<file path="config.mk">
export PLATFORM = sky130hd
export DESIGN_NAME = job_queue_with_keyed_update
export DESIGN_NICKNAME = d
export VERILOG_FILES = /design/src/rtl/jq_pkg.sv /design/src/rtl/jq_mem.sv /design/src/rtl/job_queue_with_keyed_update.sv
export VERILOG_INCLUDE_DIRS = /design/src /design/src/rtl
export SDC_FILE = /design/constraint.sdc
export NUM_CORES = 2
export LEC_CHECK = 0
export ABC_AREA = 1
export BUFFER_PORTS_ARGS = -buffer_cell sky130_fd_sc_hd__buf_2
export CAP_MARGIN = 5
export CELL_PAD_IN_SITES_DETAIL_PLACEMENT = 1
export CELL_PAD_IN_SITES_GLOBAL_PLACEMENT = 1
export CORE_ASPECT_RATIO = 0.7
export CORE_MARGIN = 5
export CORE_UTILIZATION = 45
export CTS_BUF_LIST = sky130_fd_sc_hd__clkbuf_16
export DETAILED_ROUTE_END_ITERATION = 12
export GPL_TIMING_DRIVEN = 0
export PLACE_DENSITY_LB_ADDON = 0.05
export SLEW_MARGIN = 20
export SYNTH_ARGS = -nofsm -noshare
export SYNTH_HDL_FRONTEND = slang
export SYNTH_SLANG_ARGS = --single-unit
</file>
<file path="constraint.sdc">
create_clock -name clk -period 15.6 [get_ports clk]
set_input_delay 0.78 -clock clk [delete_from_list [all_inputs] [get_ports clk]]
set_output_delay 0.78 -clock clk [all_outputs]
set_load 0.03 [all_outputs]
</file>
<file path="src/rtl/assert_macros.svh">
// assertion helpers, clocked on clk with rst_n low holding them off
`ifndef ASSERT_MACROS_SVH
`define ASSERT_MACROS_SVH

// expression holds at every edge out of reset
`define ASSERT_ALWAYS(label, expr, msg) \
    label: assert property (@(posedge clk) disable iff (!rst_n) (expr)) else $error(msg);

// antecedent in a cycle implies the consequent in the same cycle
`define ASSERT_IMPLIES(label, ante, cons, msg) \
    label: assert property (@(posedge clk) disable iff (!rst_n) (ante) |-> (cons)) \
        else $error(msg);

// antecedent in a cycle implies the consequent in the next cycle
`define ASSERT_NEXT(label, ante, cons, msg) \
    label: assert property (@(posedge clk) disable iff (!rst_n) (ante) |=> (cons)) \
        else $error(msg);

`endif

</file>
<file path="src/rtl/jq_pkg.sv">
// ----------------------------------------------------------------------------
// jq_pkg
// types, codes and defaults shared by the job queue modules
// ----------------------------------------------------------------------------
package jq_pkg;

    localparam int DEPTH_DEF = 16;

    typedef enum logic [2:0] {
        FN_ENQUEUE = 3'd0,
        FN_DEQUEUE = 3'd1,
        FN_MODIFY  = 3'd2,
        FN_CHANGE  = 3'd3,
        FN_PROMOTE = 3'd4,
        FN_REORDER = 3'd5,
        FN_DISPLAY = 3'd6,
        FN_COUNT   = 3'd7
    } func_t;

    typedef enum logic [1:0] {
        ST_OK       = 2'd0,
        ST_EMPTY    = 2'd1,
        ST_NOTFOUND = 2'd2,
        ST_FULL     = 2'd3
    } status_t;

    typedef enum logic [2:0] {
        FS_NONE = 3'd0,
        FS_PRIO = 3'd1,
        FS_TYPE = 3'd2,
        FS_CPU  = 3'd3,
        FS_MEM  = 3'd4
    } fsel_t;

    typedef enum logic [1:0] {
        KEY_NONE = 2'd0,
        KEY_PRIO = 2'd1,
        KEY_TYPE = 2'd2
    } key_t;

    typedef enum logic [2:0] {
        S_IDLE,
        S_DEQ,
        S_FIND,
        S_SORT,
        S_EMIT
    } state_t;

    typedef struct packed {
        logic [15:0] id;
        logic [7:0]  prio;
        logic [3:0]  jtype;
        logic [15:0] cpu;
        logic [15:0] mem;
    } job_t;

endpackage

</file>
<file path="src/rtl/jq_mem.sv">
// ----------------------------------------------------------------------------
// jq_mem
// job record store, one write port and one registered read port
// ----------------------------------------------------------------------------
module jq_mem #(
    parameter int DEPTH = jq_pkg::DEPTH_DEF,
    parameter int AW    = $clog2(DEPTH)
) (
    input  logic               clk,
    input  logic               wr_en,
    input  logic [AW-1:0]      wr_addr,
    input  jq_pkg::job_t       wr_data,
    input  logic               rd_en,
    input  logic [AW-1:0]      rd_addr,
    output jq_pkg::job_t       rd_data
);

    jq_pkg::job_t mem [DEPTH];

    always_ff @(posedge clk)
    begin
        if (wr_en)
        begin
            mem[wr_addr] <= wr_data;
        end
    end

    always_ff @(posedge clk)
    begin
        if (rd_en)
        begin
            rd_data <= mem[rd_addr];
        end
    end

endmodule

</file>
<file path="src/rtl/job_queue_with_keyed_update.sv">
// A bounded job queue of DEPTH records held in one synchronous RAM. Enqueue, count and
// the empty or full cases go straight to the result beat; dequeue first reads the head.
// Modify, change and promote scan the queue from the head through the RAM read port,
// one record a cycle. Reorder and display emit one record per pass over the whole
// queue (a selection pass on the key, ties broken by queue position), reading the
// records through the single RAM read port. A new command is taken once the previous
// one has placed its final result beat in the output register.
// ----------------------------------------------------------------------------
// job_queue_with_keyed_update
// fifo of job records with keyed update, sorted and plain listing
// ----------------------------------------------------------------------------
`include "assert_macros.svh"

module job_queue_with_keyed_update #(
    parameter int DEPTH = jq_pkg::DEPTH_DEF
) (
    input  logic        clk,
    input  logic        rst_n,
    input  logic        in_valid,
    output logic        in_stall,
    input  logic [2:0]  func,
    input  logic [15:0] job_id,
    input  logic [7:0]  priority_req,
    input  logic [3:0]  job_kind,
    input  logic [15:0] cpu_time,
    input  logic [15:0] memory_used,
    input  logic [2:0]  field_sel,
    input  logic [15:0] change_value,
    input  logic [7:0]  positions,
    input  logic [1:0]  sort_key,
    output logic        out_valid,
    input  logic        out_stall,
    output logic [15:0] out_job_id,
    output logic [7:0]  out_priority,
    output logic [3:0]  out_job_type,
    output logic [15:0] out_cpu_time,
    output logic [15:0] out_memory,
    output logic [1:0]  status,
    output logic [4:0]  entry_count,
    output logic        last
);

    localparam int AW = $clog2(DEPTH);
    localparam int CW = $clog2(DEPTH + 1);
    localparam int KW = 8 + AW;

    jq_pkg::state_t state_reg, state_next;
    logic [AW-1:0]  head_reg, head_next;
    logic [CW-1:0]  occ_reg, occ_next;
    logic [CW-1:0]  iss_reg, iss_next;
    logic           rd_vld_reg, rd_vld_next;
    logic [CW-1:0]  rd_pos_reg, rd_pos_next;
    logic [AW-1:0]  rd_slot_reg, rd_slot_next;
    logic [CW-1:0]  emit_cnt_reg, emit_cnt_next;
    logic           have_last_reg, have_last_next;
    logic [KW-1:0]  last_key_reg, last_key_next;
    logic           best_vld_reg, best_vld_next;
    logic [KW-1:0]  best_key_reg, best_key_next;
    jq_pkg::job_t   best_rec_reg, best_rec_next;
    jq_pkg::job_t   res_rec_reg, res_rec_next;
    jq_pkg::status_t res_status_reg, res_status_next;
    logic           res_last_reg, res_last_next;
    logic           out_valid_reg, out_valid_next;
    jq_pkg::job_t   out_rec_reg, out_rec_next;
    jq_pkg::status_t out_status_reg, out_status_next;
    logic           out_last_reg, out_last_next;
    logic [4:0]     out_cnt_reg, out_cnt_next;

    jq_pkg::func_t  cmd_func_reg;
    jq_pkg::job_t   cmd_rec_reg;
    jq_pkg::fsel_t  cmd_fsel_reg;
    logic [15:0]    cmd_nval_reg;
    logic [7:0]     cmd_pos_reg;
    jq_pkg::key_t   cmd_key_reg;

    logic           wr_en;
    logic [AW-1:0]  wr_addr;
    jq_pkg::job_t   wr_data;
    logic           rd_en;
    logic [AW-1:0]  rd_addr;
    jq_pkg::job_t   rd_data;

    jq_pkg::job_t   in_rec;
    logic           in_take;
    logic           out_free;
    logic           found;
    logic           end_scan;
    logic [KW-1:0]  cand_key;
    logic           cand_take;
    logic [KW-1:0]  pick_key;
    jq_pkg::job_t   pick_rec;

    jq_mem #(
        .DEPTH (DEPTH),
        .AW    (AW)
    ) u_mem (
        .clk     (clk),
        .wr_en   (wr_en),
        .wr_addr (wr_addr),
        .wr_data (wr_data),
        .rd_en   (rd_en),
        .rd_addr (rd_addr),
        .rd_data (rd_data)
    );

    // ring slot of a queue position
    function automatic logic [AW-1:0] slot_of(logic [AW-1:0] head, logic [AW-1:0] pos);
        logic [AW:0] s;
        s = {1'b0, head} + {1'b0, pos};
        if (s >= (AW+1)'(DEPTH))
        begin
            s = s - (AW+1)'(DEPTH);
        end
        return s[AW-1:0];
    endfunction

    // smaller rank goes first
    function automatic logic [7:0] rank_of(jq_pkg::job_t r, jq_pkg::func_t f,
                                           jq_pkg::key_t k);
        logic [7:0] rk;
        rk = '0;
        if (f == jq_pkg::FN_REORDER)
        begin
            if (k == jq_pkg::KEY_PRIO)
            begin
                rk = ~r.prio;
            end
            else if (k == jq_pkg::KEY_TYPE)
            begin
                rk = {4'b0, r.jtype};
            end
        end
        return rk;
    endfunction

    function automatic jq_pkg::job_t apply_update(jq_pkg::job_t r, jq_pkg::func_t f,
                                                  jq_pkg::job_t c, jq_pkg::fsel_t fs,
                                                  logic [15:0] nv, logic [7:0] pos);
        jq_pkg::job_t u;
        logic [8:0]   sum;
        u   = r;
        sum = {1'b0, r.prio} + {1'b0, pos};
        if (f == jq_pkg::FN_MODIFY)
        begin
            u.prio  = c.prio;
            u.jtype = c.jtype;
            u.cpu   = c.cpu;
            u.mem   = c.mem;
        end
        else if (f == jq_pkg::FN_CHANGE)
        begin
            unique case (fs)
                jq_pkg::FS_PRIO: u.prio  = (nv > 16'd255) ? 8'hFF : nv[7:0];
                jq_pkg::FS_TYPE: u.jtype = (nv > 16'd15) ? 4'hF : nv[3:0];
                jq_pkg::FS_CPU:  u.cpu   = nv;
                jq_pkg::FS_MEM:  u.mem   = nv;
                default:         u       = r;
            endcase
        end
        else
        begin
            u.prio = sum[8] ? 8'hFF : sum[7:0];
        end
        return u;
    endfunction

    assign in_rec   = '{id: job_id, prio: priority_req, jtype: job_kind,
                        cpu: cpu_time, mem: memory_used};
    assign in_stall = (state_reg != jq_pkg::S_IDLE);
    assign in_take  = in_valid && !in_stall;
    assign out_free = !out_valid_reg || !out_stall;

    assign found    = rd_vld_reg && (rd_data.id == cmd_rec_reg.id);
    assign end_scan = rd_vld_reg && (rd_pos_reg == occ_reg - CW'(1));
    assign cand_key = {rank_of(rd_data, cmd_func_reg, cmd_key_reg), rd_pos_reg[AW-1:0]};
    assign cand_take = rd_vld_reg && (!have_last_reg || cand_key > last_key_reg)
                       && (!best_vld_reg || cand_key < best_key_reg);
    assign pick_key = cand_take ? cand_key : best_key_reg;
    assign pick_rec = cand_take ? rd_data : best_rec_reg;

    always_comb
    begin
        state_next      = state_reg;
        head_next       = head_reg;
        occ_next        = occ_reg;
        iss_next        = iss_reg;
        rd_vld_next     = 1'b0;
        rd_pos_next     = iss_reg;
        rd_slot_next    = slot_of(head_reg, iss_reg[AW-1:0]);
        emit_cnt_next   = emit_cnt_reg;
        have_last_next  = have_last_reg;
        last_key_next   = last_key_reg;
        best_vld_next   = best_vld_reg;
        best_key_next   = best_key_reg;
        best_rec_next   = best_rec_reg;
        res_rec_next    = res_rec_reg;
        res_status_next = res_status_reg;
        res_last_next   = res_last_reg;
        out_valid_next  = out_valid_reg && out_stall;
        out_rec_next    = out_rec_reg;
        out_status_next = out_status_reg;
        out_last_next   = out_last_reg;
        out_cnt_next    = out_cnt_reg;
        wr_en           = 1'b0;
        wr_addr         = slot_of(head_reg, occ_reg[AW-1:0]);
        wr_data         = in_rec;
        rd_en           = 1'b0;
        rd_addr         = head_reg;

        unique case (state_reg)
            jq_pkg::S_IDLE:
            begin
                if (in_valid)
                begin
                    res_rec_next    = '0;
                    res_last_next   = 1'b1;
                    res_status_next = jq_pkg::ST_EMPTY;
                    iss_next        = '0;
                    state_next      = jq_pkg::S_EMIT;
                    unique case (jq_pkg::func_t'(func))
                        jq_pkg::FN_ENQUEUE:
                        begin
                            if (occ_reg == CW'(DEPTH))
                            begin
                                res_status_next = jq_pkg::ST_FULL;
                            end
                            else
                            begin
                                wr_en           = 1'b1;
                                occ_next        = occ_reg + CW'(1);
                                res_rec_next    = in_rec;
                                res_status_next = jq_pkg::ST_OK;
                            end
                        end
                        jq_pkg::FN_DEQUEUE:
                        begin
                            if (occ_reg != '0)
                            begin
                                rd_en      = 1'b1;
                                state_next = jq_pkg::S_DEQ;
                            end
                        end
                        jq_pkg::FN_MODIFY, jq_pkg::FN_CHANGE, jq_pkg::FN_PROMOTE:
                        begin
                            res_status_next = jq_pkg::ST_NOTFOUND;
                            if (occ_reg != '0)
                            begin
                                state_next = jq_pkg::S_FIND;
                            end
                        end
                        jq_pkg::FN_REORDER, jq_pkg::FN_DISPLAY:
                        begin
                            if (occ_reg != '0)
                            begin
                                best_vld_next  = 1'b0;
                                have_last_next = 1'b0;
                                emit_cnt_next  = '0;
                                state_next     = jq_pkg::S_SORT;
                            end
                        end
                        default:
                        begin
                            res_status_next = jq_pkg::ST_EMPTY;
                        end
                    endcase
                end
            end
            jq_pkg::S_DEQ:
            begin
                res_rec_next    = rd_data;
                res_status_next = jq_pkg::ST_OK;
                res_last_next   = 1'b1;
                head_next       = (head_reg == AW'(DEPTH - 1)) ? '0 : head_reg + AW'(1);
                occ_next        = occ_reg - CW'(1);
                state_next      = jq_pkg::S_EMIT;
            end
            jq_pkg::S_FIND:
            begin
                if (found)
                begin
                    wr_en           = 1'b1;
                    wr_addr         = rd_slot_reg;
                    wr_data         = apply_update(rd_data, cmd_func_reg, cmd_rec_reg,
                                                   cmd_fsel_reg, cmd_nval_reg, cmd_pos_reg);
                    res_rec_next    = wr_data;
                    res_status_next = jq_pkg::ST_OK;
                    state_next      = jq_pkg::S_EMIT;
                end
                else if (end_scan)
                begin
                    res_rec_next    = '0;
                    res_status_next = jq_pkg::ST_NOTFOUND;
                    state_next      = jq_pkg::S_EMIT;
                end
                else if (iss_reg < occ_reg)
                begin
                    rd_en       = 1'b1;
                    rd_addr     = slot_of(head_reg, iss_reg[AW-1:0]);
                    rd_vld_next = 1'b1;
                    iss_next    = iss_reg + CW'(1);
                end
            end
            jq_pkg::S_SORT:
            begin
                if (end_scan)
                begin
                    res_rec_next    = pick_rec;
                    res_status_next = jq_pkg::ST_OK;
                    res_last_next   = (emit_cnt_reg + CW'(1) == occ_reg);
                    last_key_next   = pick_key;
                    have_last_next  = 1'b1;
                    emit_cnt_next   = emit_cnt_reg + CW'(1);
                    state_next      = jq_pkg::S_EMIT;
                end
                else
                begin
                    if (cand_take)
                    begin
                        best_vld_next = 1'b1;
                        best_key_next = cand_key;
                        best_rec_next = rd_data;
                    end
                    if (iss_reg < occ_reg)
                    begin
                        rd_en       = 1'b1;
                        rd_addr     = slot_of(head_reg, iss_reg[AW-1:0]);
                        rd_vld_next = 1'b1;
                        iss_next    = iss_reg + CW'(1);
                    end
                end
            end
            jq_pkg::S_EMIT:
            begin
                if (out_free)
                begin
                    out_valid_next  = 1'b1;
                    out_rec_next    = res_rec_reg;
                    out_status_next = res_status_reg;
                    out_last_next   = res_last_reg;
                    // count travels with the beat so a stalled beat keeps it
                    out_cnt_next    = 5'(occ_reg);
                    iss_next        = '0;
                    best_vld_next   = 1'b0;
                    state_next      = res_last_reg ? jq_pkg::S_IDLE : jq_pkg::S_SORT;
                end
            end
            default:
            begin
                state_next = jq_pkg::S_IDLE;
            end
        endcase
    end

    always_ff @(posedge clk or negedge rst_n)
    begin
        if (!rst_n)
        begin
            state_reg     <= jq_pkg::S_IDLE;
            head_reg      <= '0;
            occ_reg       <= '0;
            iss_reg       <= '0;
            rd_vld_reg    <= 1'b0;
            emit_cnt_reg  <= '0;
            have_last_reg <= 1'b0;
            best_vld_reg  <= 1'b0;
            out_valid_reg <= 1'b0;
        end
        else
        begin
            state_reg     <= state_next;
            head_reg      <= head_next;
            occ_reg       <= occ_next;
            iss_reg       <= iss_next;
            rd_vld_reg    <= rd_vld_next;
            emit_cnt_reg  <= emit_cnt_next;
            have_last_reg <= have_last_next;
            best_vld_reg  <= best_vld_next;
            out_valid_reg <= out_valid_next;
        end
    end

    always_ff @(posedge clk)
    begin
        rd_pos_reg     <= rd_pos_next;
        rd_slot_reg    <= rd_slot_next;
        last_key_reg   <= last_key_next;
        best_key_reg   <= best_key_next;
        best_rec_reg   <= best_rec_next;
        res_rec_reg    <= res_rec_next;
        res_status_reg <= res_status_next;
        res_last_reg   <= res_last_next;
        out_rec_reg    <= out_rec_next;
        out_status_reg <= out_status_next;
        out_last_reg   <= out_last_next;
        out_cnt_reg    <= out_cnt_next;
        if (in_take)
        begin
            cmd_func_reg <= jq_pkg::func_t'(func);
            cmd_rec_reg  <= in_rec;
            cmd_fsel_reg <= jq_pkg::fsel_t'(field_sel);
            cmd_nval_reg <= change_value;
            cmd_pos_reg  <= positions;
            cmd_key_reg  <= jq_pkg::key_t'(sort_key);
        end
    end

    assign out_valid    = out_valid_reg;
    assign out_job_id   = out_rec_reg.id;
    assign out_priority = out_rec_reg.prio;
    assign out_job_type = out_rec_reg.jtype;
    assign out_cpu_time = out_rec_reg.cpu;
    assign out_memory   = out_rec_reg.mem;
    assign status       = out_status_reg;
    assign entry_count  = out_cnt_reg;
    assign last         = out_last_reg;

    `ASSERT_ALWAYS(a_occ_bound, occ_reg <= CW'(DEPTH), "occupancy beyond depth")
    `ASSERT_IMPLIES(a_scan_pos, rd_vld_reg && (state_reg == jq_pkg::S_SORT),
        rd_pos_reg < occ_reg, "scan read beyond queue")
    `ASSERT_IMPLIES(a_emit_bound, state_reg == jq_pkg::S_SORT,
        emit_cnt_reg < occ_reg, "listing emitted more beats than records")
    `ASSERT_NEXT(a_occ_idle, (state_reg == jq_pkg::S_SORT) || (state_reg == jq_pkg::S_FIND),
        $stable(occ_reg) && $stable(head_reg), "queue moved during a scan")

endmodule
</file>
* Word level (Yosys, flattened, before mapping)
Memory sizes are Yosys's and may differ from the RTL's. A register that Yosys moved wholly into a read port is not among the register bits.
Cells that the tools add are included.
** Word-level totals
- Flip-flop bits (word level) :: 342
- Bits in writable memories :: 960
- Bits of input ports :: 96
- Word-level logic and storage cells :: 228
- Memories :: 1
** Cells by class
- Add/subtract/negate cells :: 10
- $lt $le $gt $ge :: 7
- Equality and inequality tests :: 35
- Mux-type cells :: 94
- Bitwise gates (word level) :: 2
- Reduce and logical (&&, ||, !) cells :: 36
** Memories
- u_mem.mem :: depth 16, width 60, rd ports 1, clocked after Yosys merged registers in 1, wr ports 1, line jq_mem.sv:18 : jq_pkg::job_t mem [DEPTH];
** Operators by type and width (number)
- $mux W60 :: 9
- $pmux W60 S4 :: 1
- $mux W5 :: 12
- $mux W8 :: 6
- $mux W4 :: 11
- $mux W44 :: 1
- $mux W36 :: 1
- $mux W16 :: 2
- $eq A3 B2 Y1 const B :: 8
- $mux W1 :: 23
- $mux W3 :: 7
- $pmux W5 S2 :: 2
- $pmux W5 S4 :: 1
- $eq A3 B3 Y1 const B :: 6
- $eq A16 B16 Y1 :: 1
- $gt A16 B4 Y1 const B :: 1
- $gt A16 B8 Y1 const B :: 1
- $ne A2 B2 Y1 const B :: 8
- $add A5 B1 Y5 const B :: 3
- $pmux W3 S5 :: 1
- $gt A12 B12 Y1 :: 1
- $lt A12 B12 Y1 :: 1
- $mux W12 :: 1
- $mux W2 :: 6
- 38 further kinds :: 70

* Depth between registers and ports, before layout
- Depth in word-level cells :: 11
- Gate-level depth with buffers :: 21
- Depth with buffers taken out :: 19

* By module
Synthesis repeated with hierarchy kept, for this count alone.
** Second synthesis, totals
- Cell total of the unflattened synthesis :: 5993
- Area total of the unflattened synthesis :: 61068.6 um^2
** Modules (own cells, without submodules)
- jq_mem :: instances 1, cells an instance 3950, area each 42813.6 um^2, sequential area each 30629.4 um^2
- job_queue_with_keyed_update :: instances 1, cells an instance 2043, area each 18255.0 um^2, sequential area each 10049.6 um^2

* Least setup slack after synthesis
OpenSTA, ideal clock, no wires.
- Kind :: reg2reg
- Start :: register state_reg[0]
- End :: memory u_mem.mem[13][0] (netlist bit), enable pin
- Data arrival time :: 8.380 ns
- Path slack :: 6.742 ns
- Cell stages (with the launch flop) :: 10
- Buffers on the path :: 0
- Cells stage by stage :: dfrtp_1 -> nor2_1 -> inv_1 -> nor2_1 -> clkinv_1 -> nor2_1 -> nand2_1 -> a21oi_1 -> nand2_1 -> nor2_1
** Between the ends
- Longest elaborated chain between the ends :: 4
** RTL lines
- start, declared :: line job_queue_with_keyed_update.sv:47 : jq_pkg::state_t state_reg, state_next;
- start signal, assigned :: line job_queue_with_keyed_update.sv:358 : state_reg <= jq_pkg::S_IDLE;
- start signal, assigned :: line job_queue_with_keyed_update.sv:370 : state_reg <= state_next;
- $eq A3 B2 Y1 / $logic_not A3 Y1 (equally long branches) :: line job_queue_with_keyed_update.sv:210 : unique case (state_reg)
- $pmux W1 S2 :: line job_queue_with_keyed_update.sv:210
- $mux W1 :: line jq_mem.sv:22 : if (wr_en)
- $mux W1 (not written as such) :: line jq_mem.sv:24 : mem[wr_addr] <= wr_data;
- end, declared :: line jq_mem.sv:18
Several ways; a longest one is shown, not always the timed one.

* Final worst setup path
- Start :: register, netlist name u_mem.rd_data[55]
- End :: memory u_mem.mem[8][18] (netlist bit), enable pin
** Between the ends
- Longest elaborated chain between the ends :: 6
** RTL lines
- $eq A16 B16 Y1 (*) :: line job_queue_with_keyed_update.sv:173 : assign found = rd_vld_reg && (rd_data.id == cmd_rec_reg.id);
- $logic_and A1 B1 Y1 (*) :: line job_queue_with_keyed_update.sv:173
- $mux W1 :: line job_queue_with_keyed_update.sv:279 : if (found)
- $pmux W1 S2 :: line job_queue_with_keyed_update.sv:210
- $mux W1 :: line jq_mem.sv:22
- $mux W1 (not written as such) :: line jq_mem.sv:24
Every way passes the cells marked *; elsewhere a longest branch is shown, timed or not.

==> results.txt <==
- The netlist uses 52 different library cells.
- In the finished design, the share of the clock period the worst path needs comes to 31.8%.
* Setup ws final: roughly 11000 ps
* Final hold viol count: 0
- Clock buffer count from CTS: 141
- No sink is reached through more buffers than the 3 on the longest clock path.
- Mapped Nets: 6146
* Width of the chip: between 400 and 500 microns
* Remaining routing DRC violations: 0
- Along the worst path, the maximum fanout reaches 17.
- The synthesized design contains roughly 1400 register bits.
* Area of the core region: approximately 0.14 sq mm
- Of the synthesized area, sequential elements account for between 60% and 70%.
- # setup viols final: 0
- In this run the power density over the cells is ~230 mW/mm^2.
* Average wire per cell in the routed design: around 28 microns
- Synthesis warning total: 0
- The final layout contains between 6000 and 7000 nets.
* Routed vias/inst: between 5 and 6
- Setup repair after global routing left no endpoint under its margin.
- Total Routing Usage GR: a little under a third
- More flip-flops sit in one register than any other, and that register is u_mem.mem.
* CTS H-tree lvls: 4
- After synthesis, the cell types taking the most area are sky130_fd_sc_hd__edfxtp_1, sky130_fd_sc_hd__nand3_1, sky130_fd_sc_hd__nand2_1.
- In this run the remaining antenna-violating nets after routing total 0.
- Count of pins over their slew limit: 0
- The cell area that synthesis handed to floorplanning was approximately 0.063 sq mm.
* Result of the run: finished, final reports clean
- The initial antenna violation count was 10.
- Number of gates given a new drive strength after cts: 0
- Critical path class: reg2reg
- During placement, the flow inserted port buffers numbering approximately 170.
- Max-Slew Margin vs Limit: between 10% and 20%
- Wire length of the first global-routing pass: ~340000 microns
- For this design, the sink count on the clock tree is between 1000 and 1500.
- Post-synth top cells: sky130_fd_sc_hd__edfxtp_1, sky130_fd_sc_hd__nand3_1, sky130_fd_sc_hd__nand2_1, sky130_fd_sc_hd__inv_1, sky130_fd_sc_hd__buf_2
- In this run the worst hold path is classified as in2reg.
- Timing analysis after detailed placement gives a worst setup slack of between 10000 and 15000 ps.
* Max reg flops: 960
- Maximum vdd drop: between 150 and 200 uV
* Iteration-0 DRC Markers: between 6000 and 7000
- The largest total area in the synthesized netlist belongs to sky130_fd_sc_hd__edfxtp_1.
- Clock-pin slew was measured on the worst setup and hold paths at 70 ps.
- The tightest hold path in the finished design has a slack of 155 ps.
- Data arrival time of the critical path: between 5000 and 6000 ps
- CP Capture Type: flip-flop
- Half-perimeter wire length after detailed placement: around 170000 microns
- TritonCTS built the clock tree.
- For this run the aggregate overflow at the end of global routing stands at 0.
- Syn-to-layout area delta: 15.3%
- For the pin with the worst max-slew slack, the measured transition is 1210 ps.
- Synthesis produced a netlist whose cell count is approximately 6000.
- Detailed Route WL: about 240000 microns
* Async set-or-reset flop fraction in the synthesized netlist: 1.91%
- roughly 170 I/O pins were placed.
- Of the post-synthesis cell area, the dominant cell type holds 63.7%.
* Post-synthesis average cell area: between 10 and 15 sq um
- At the later pin of the worst-skew pair, clock insertion delay measures a little over 800 ps.
- Post-synth EDFFs: between 1000 and 1500
- Number of detailed-routing iterations run before antenna repair: 6
- After floorplanning, the core was divided into between 100 and 150 placement rows.
* Vias: approximately 48000
* Clock Skew: about 36 ps
* Initial core utilization: between 40% and 50%
* Fraction of final layout cells sized beyond drive strength 1: ~12%
- Most numerous cell in the Yosys netlist: sky130_fd_sc_hd__edfxtp_1
* Data required time at the worst endpoint: between 15000 and 20000 ps
* Max cap viols: 0
- Die height: between 300 and 400 microns
* Vias in the first global route: roughly 48000
* Overall power: roughly 17 mW
- For this run, the leading register cell type out of synthesis is sky130_fd_sc_hd__edfxtp_1.
* Pin count of the biggest net entering global routing: 27
* Leakage power of the design: roughly 30 nW
* Die area: between 0.1 and 0.15 sq mm
* F_max: 0.202 GHz
- Routability-driven placement finished with a final weighted congestion of approximately 0.95.
- Final Critical Period: 4960 ps
- Clk root buf: sky130_fd_sc_hd__clkbuf_16
- Launching element type of the critical path: flip-flop
-- final timing paths --
check | start | end | slack (ps) | cells past startpoint
max in group asynchronous | rst_n | state_reg[2]$_DFFE_PN0P_ | 14570 | 2
hold reg to reg | res_rec_reg[38]$_DFFE_PP_ | out_priority[2]$_DFFE_PP_ | 420 | 0
hold / removal | change_value[14] | cmd_nval_reg[14]$_DFFE_PP_ | 160 | 1
min in group asynchronous | rst_n | out_valid$_DFF_PN0_ | 580 | 2
setup reg to reg | u_mem.rd_data[55]$_DFFE_PP_ | u_mem.mem[8][18]$_DFFE_PP_ | 10640 | 15
setup / recovery | u_mem.rd_data[55]$_DFFE_PP_ | u_mem.mem[8][18]$_DFFE_PP_ | 10640 | 15
-- where the power goes --
group / total (mW) / internal, mW / switching [mW]
clock network: 3.36 / 1.85 / 1.51
logic: 8.42 / 2.06 / 6.36
registers: 4.97 / 4.68 / 0.290
-- cells in the final DEF, fill, tap and decap left out, types with 11 or more instances in the layout --
cell type and instances:
sky130_fd_sc_hd__buf_16 20, sky130_fd_sc_hd__buf_4 24, sky130_fd_sc_hd__o21ai_2 19, sky130_fd_sc_hd__clkbuf_1 95
sky130_fd_sc_hd__buf_6 50, sky130_fd_sc_hd__buf_2 324, sky130_fd_sc_hd__and2_1 63, sky130_fd_sc_hd__inv_1 1127
sky130_fd_sc_hd__nand2_1 1139, sky130_fd_sc_hd__xor2_1 16, sky130_fd_sc_hd__nand3b_2 14, sky130_fd_sc_hd__buf_12 41
sky130_fd_sc_hd__clkinv_2 21, sky130_fd_sc_hd__clkinv_1 35, sky130_fd_sc_hd__clkbuf_16 141, sky130_fd_sc_hd__o21ai_0 103
sky130_fd_sc_hd__nand4_1 53, sky130_fd_sc_hd__ha_1 44, sky130_fd_sc_hd__edfxtp_1 1327, sky130_fd_sc_hd__nor3_1 19
sky130_fd_sc_hd__bufinv_16 12, sky130_fd_sc_hd__buf_1 11, sky130_fd_sc_hd__a21oi_1 81, sky130_fd_sc_hd__dfrtp_1 26
sky130_fd_sc_hd__nor2_4 23, sky130_fd_sc_hd__nand3b_1 108, sky130_fd_sc_hd__nand3_2 58, sky130_fd_sc_hd__nor2_1 74
sky130_fd_sc_hd__nand3_1 1325
-- kinds of logic (layout without fill, tap and decap cells) --
group                    after synthesis  in the layout  share of synthesized area [%]
AO/OA/AOI/OAI                        241            241                           2.09
multiplexers                           2              2                         0.0340
buffers and inverters               1431           1942                           9.46
flip-flops                          1362           1362                           65.0
AND/OR/NAND/NOR                     2895           2895                           22.1
adder cells (fa/ha/maj)               47             47                          0.976
XOR/XNOR                              25             25                          0.350
other                                  0              5                              0
-- metal layers --
layer	share of wire, %	wire length [microns]	track usage (%)
met3	9.8	23400	6.39
met5	0.014	33	0
met2	43	102000	46.9
met1	44	105000	47.5
met4	3.0	7220	9.54
-- through the flow --
step / TNS, ps / instance area, sq um / std cells / utilization [%]
2_1_floorplan: 0 / 62600 / 6003 / -
3_3_place_gp: -927470 / 65700 / 8024 / 47.6
3_5_place_dp: 0 / 67600 / 8113 / 49.0
4_1_cts: 0 / 72100 / 8370 / 52.2
5_1_grt: 0 / 72100 / 8371 / 52.2
6_report: 0 / 72100 / 8375 / 52.2
-- worst max-delay path, cell delays in order, from the launching register on --
cell,delay (ps)
sky130_fd_sc_hd__edfxtp_1,530
sky130_fd_sc_hd__inv_1,150
sky130_fd_sc_hd__nand2_1,180
sky130_fd_sc_hd__nand2_1,80
sky130_fd_sc_hd__nor2_1,120
sky130_fd_sc_hd__nand3_1,110
sky130_fd_sc_hd__nor2_1,160
sky130_fd_sc_hd__nand2_1,150
sky130_fd_sc_hd__inv_1,110
sky130_fd_sc_hd__nand2_1,360
sky130_fd_sc_hd__clkbuf_1,500
sky130_fd_sc_hd__o21ai_0,530
sky130_fd_sc_hd__nand2_1,360
sky130_fd_sc_hd__nor2_4,740
sky130_fd_sc_hd__buf_12,290
sky130_fd_sc_hd__buf_16,190
-- timing repair --
action	4_1_cts	5_1_grt
hold buffers	1	0
endpoints found under the hold margin	17	0
setup endpoints to repair	0	0
buffers inserted	0	0
-- area by class of cell --
class / count / area, sq um
sequential: 1362 / 40700
antenna: 5 / 12.5
buffer: 326 / 1780
timing repair buffer: 255 / 2530
multi-input combinational: 3210 / 16200
fill: 15072 / 66000
clock buffer: 141 / 3530
tap: 1856 / 2320
clock inverter: 115 / 903
inverter: 1105 / 4150
Power figures use the tool's default switching activity.
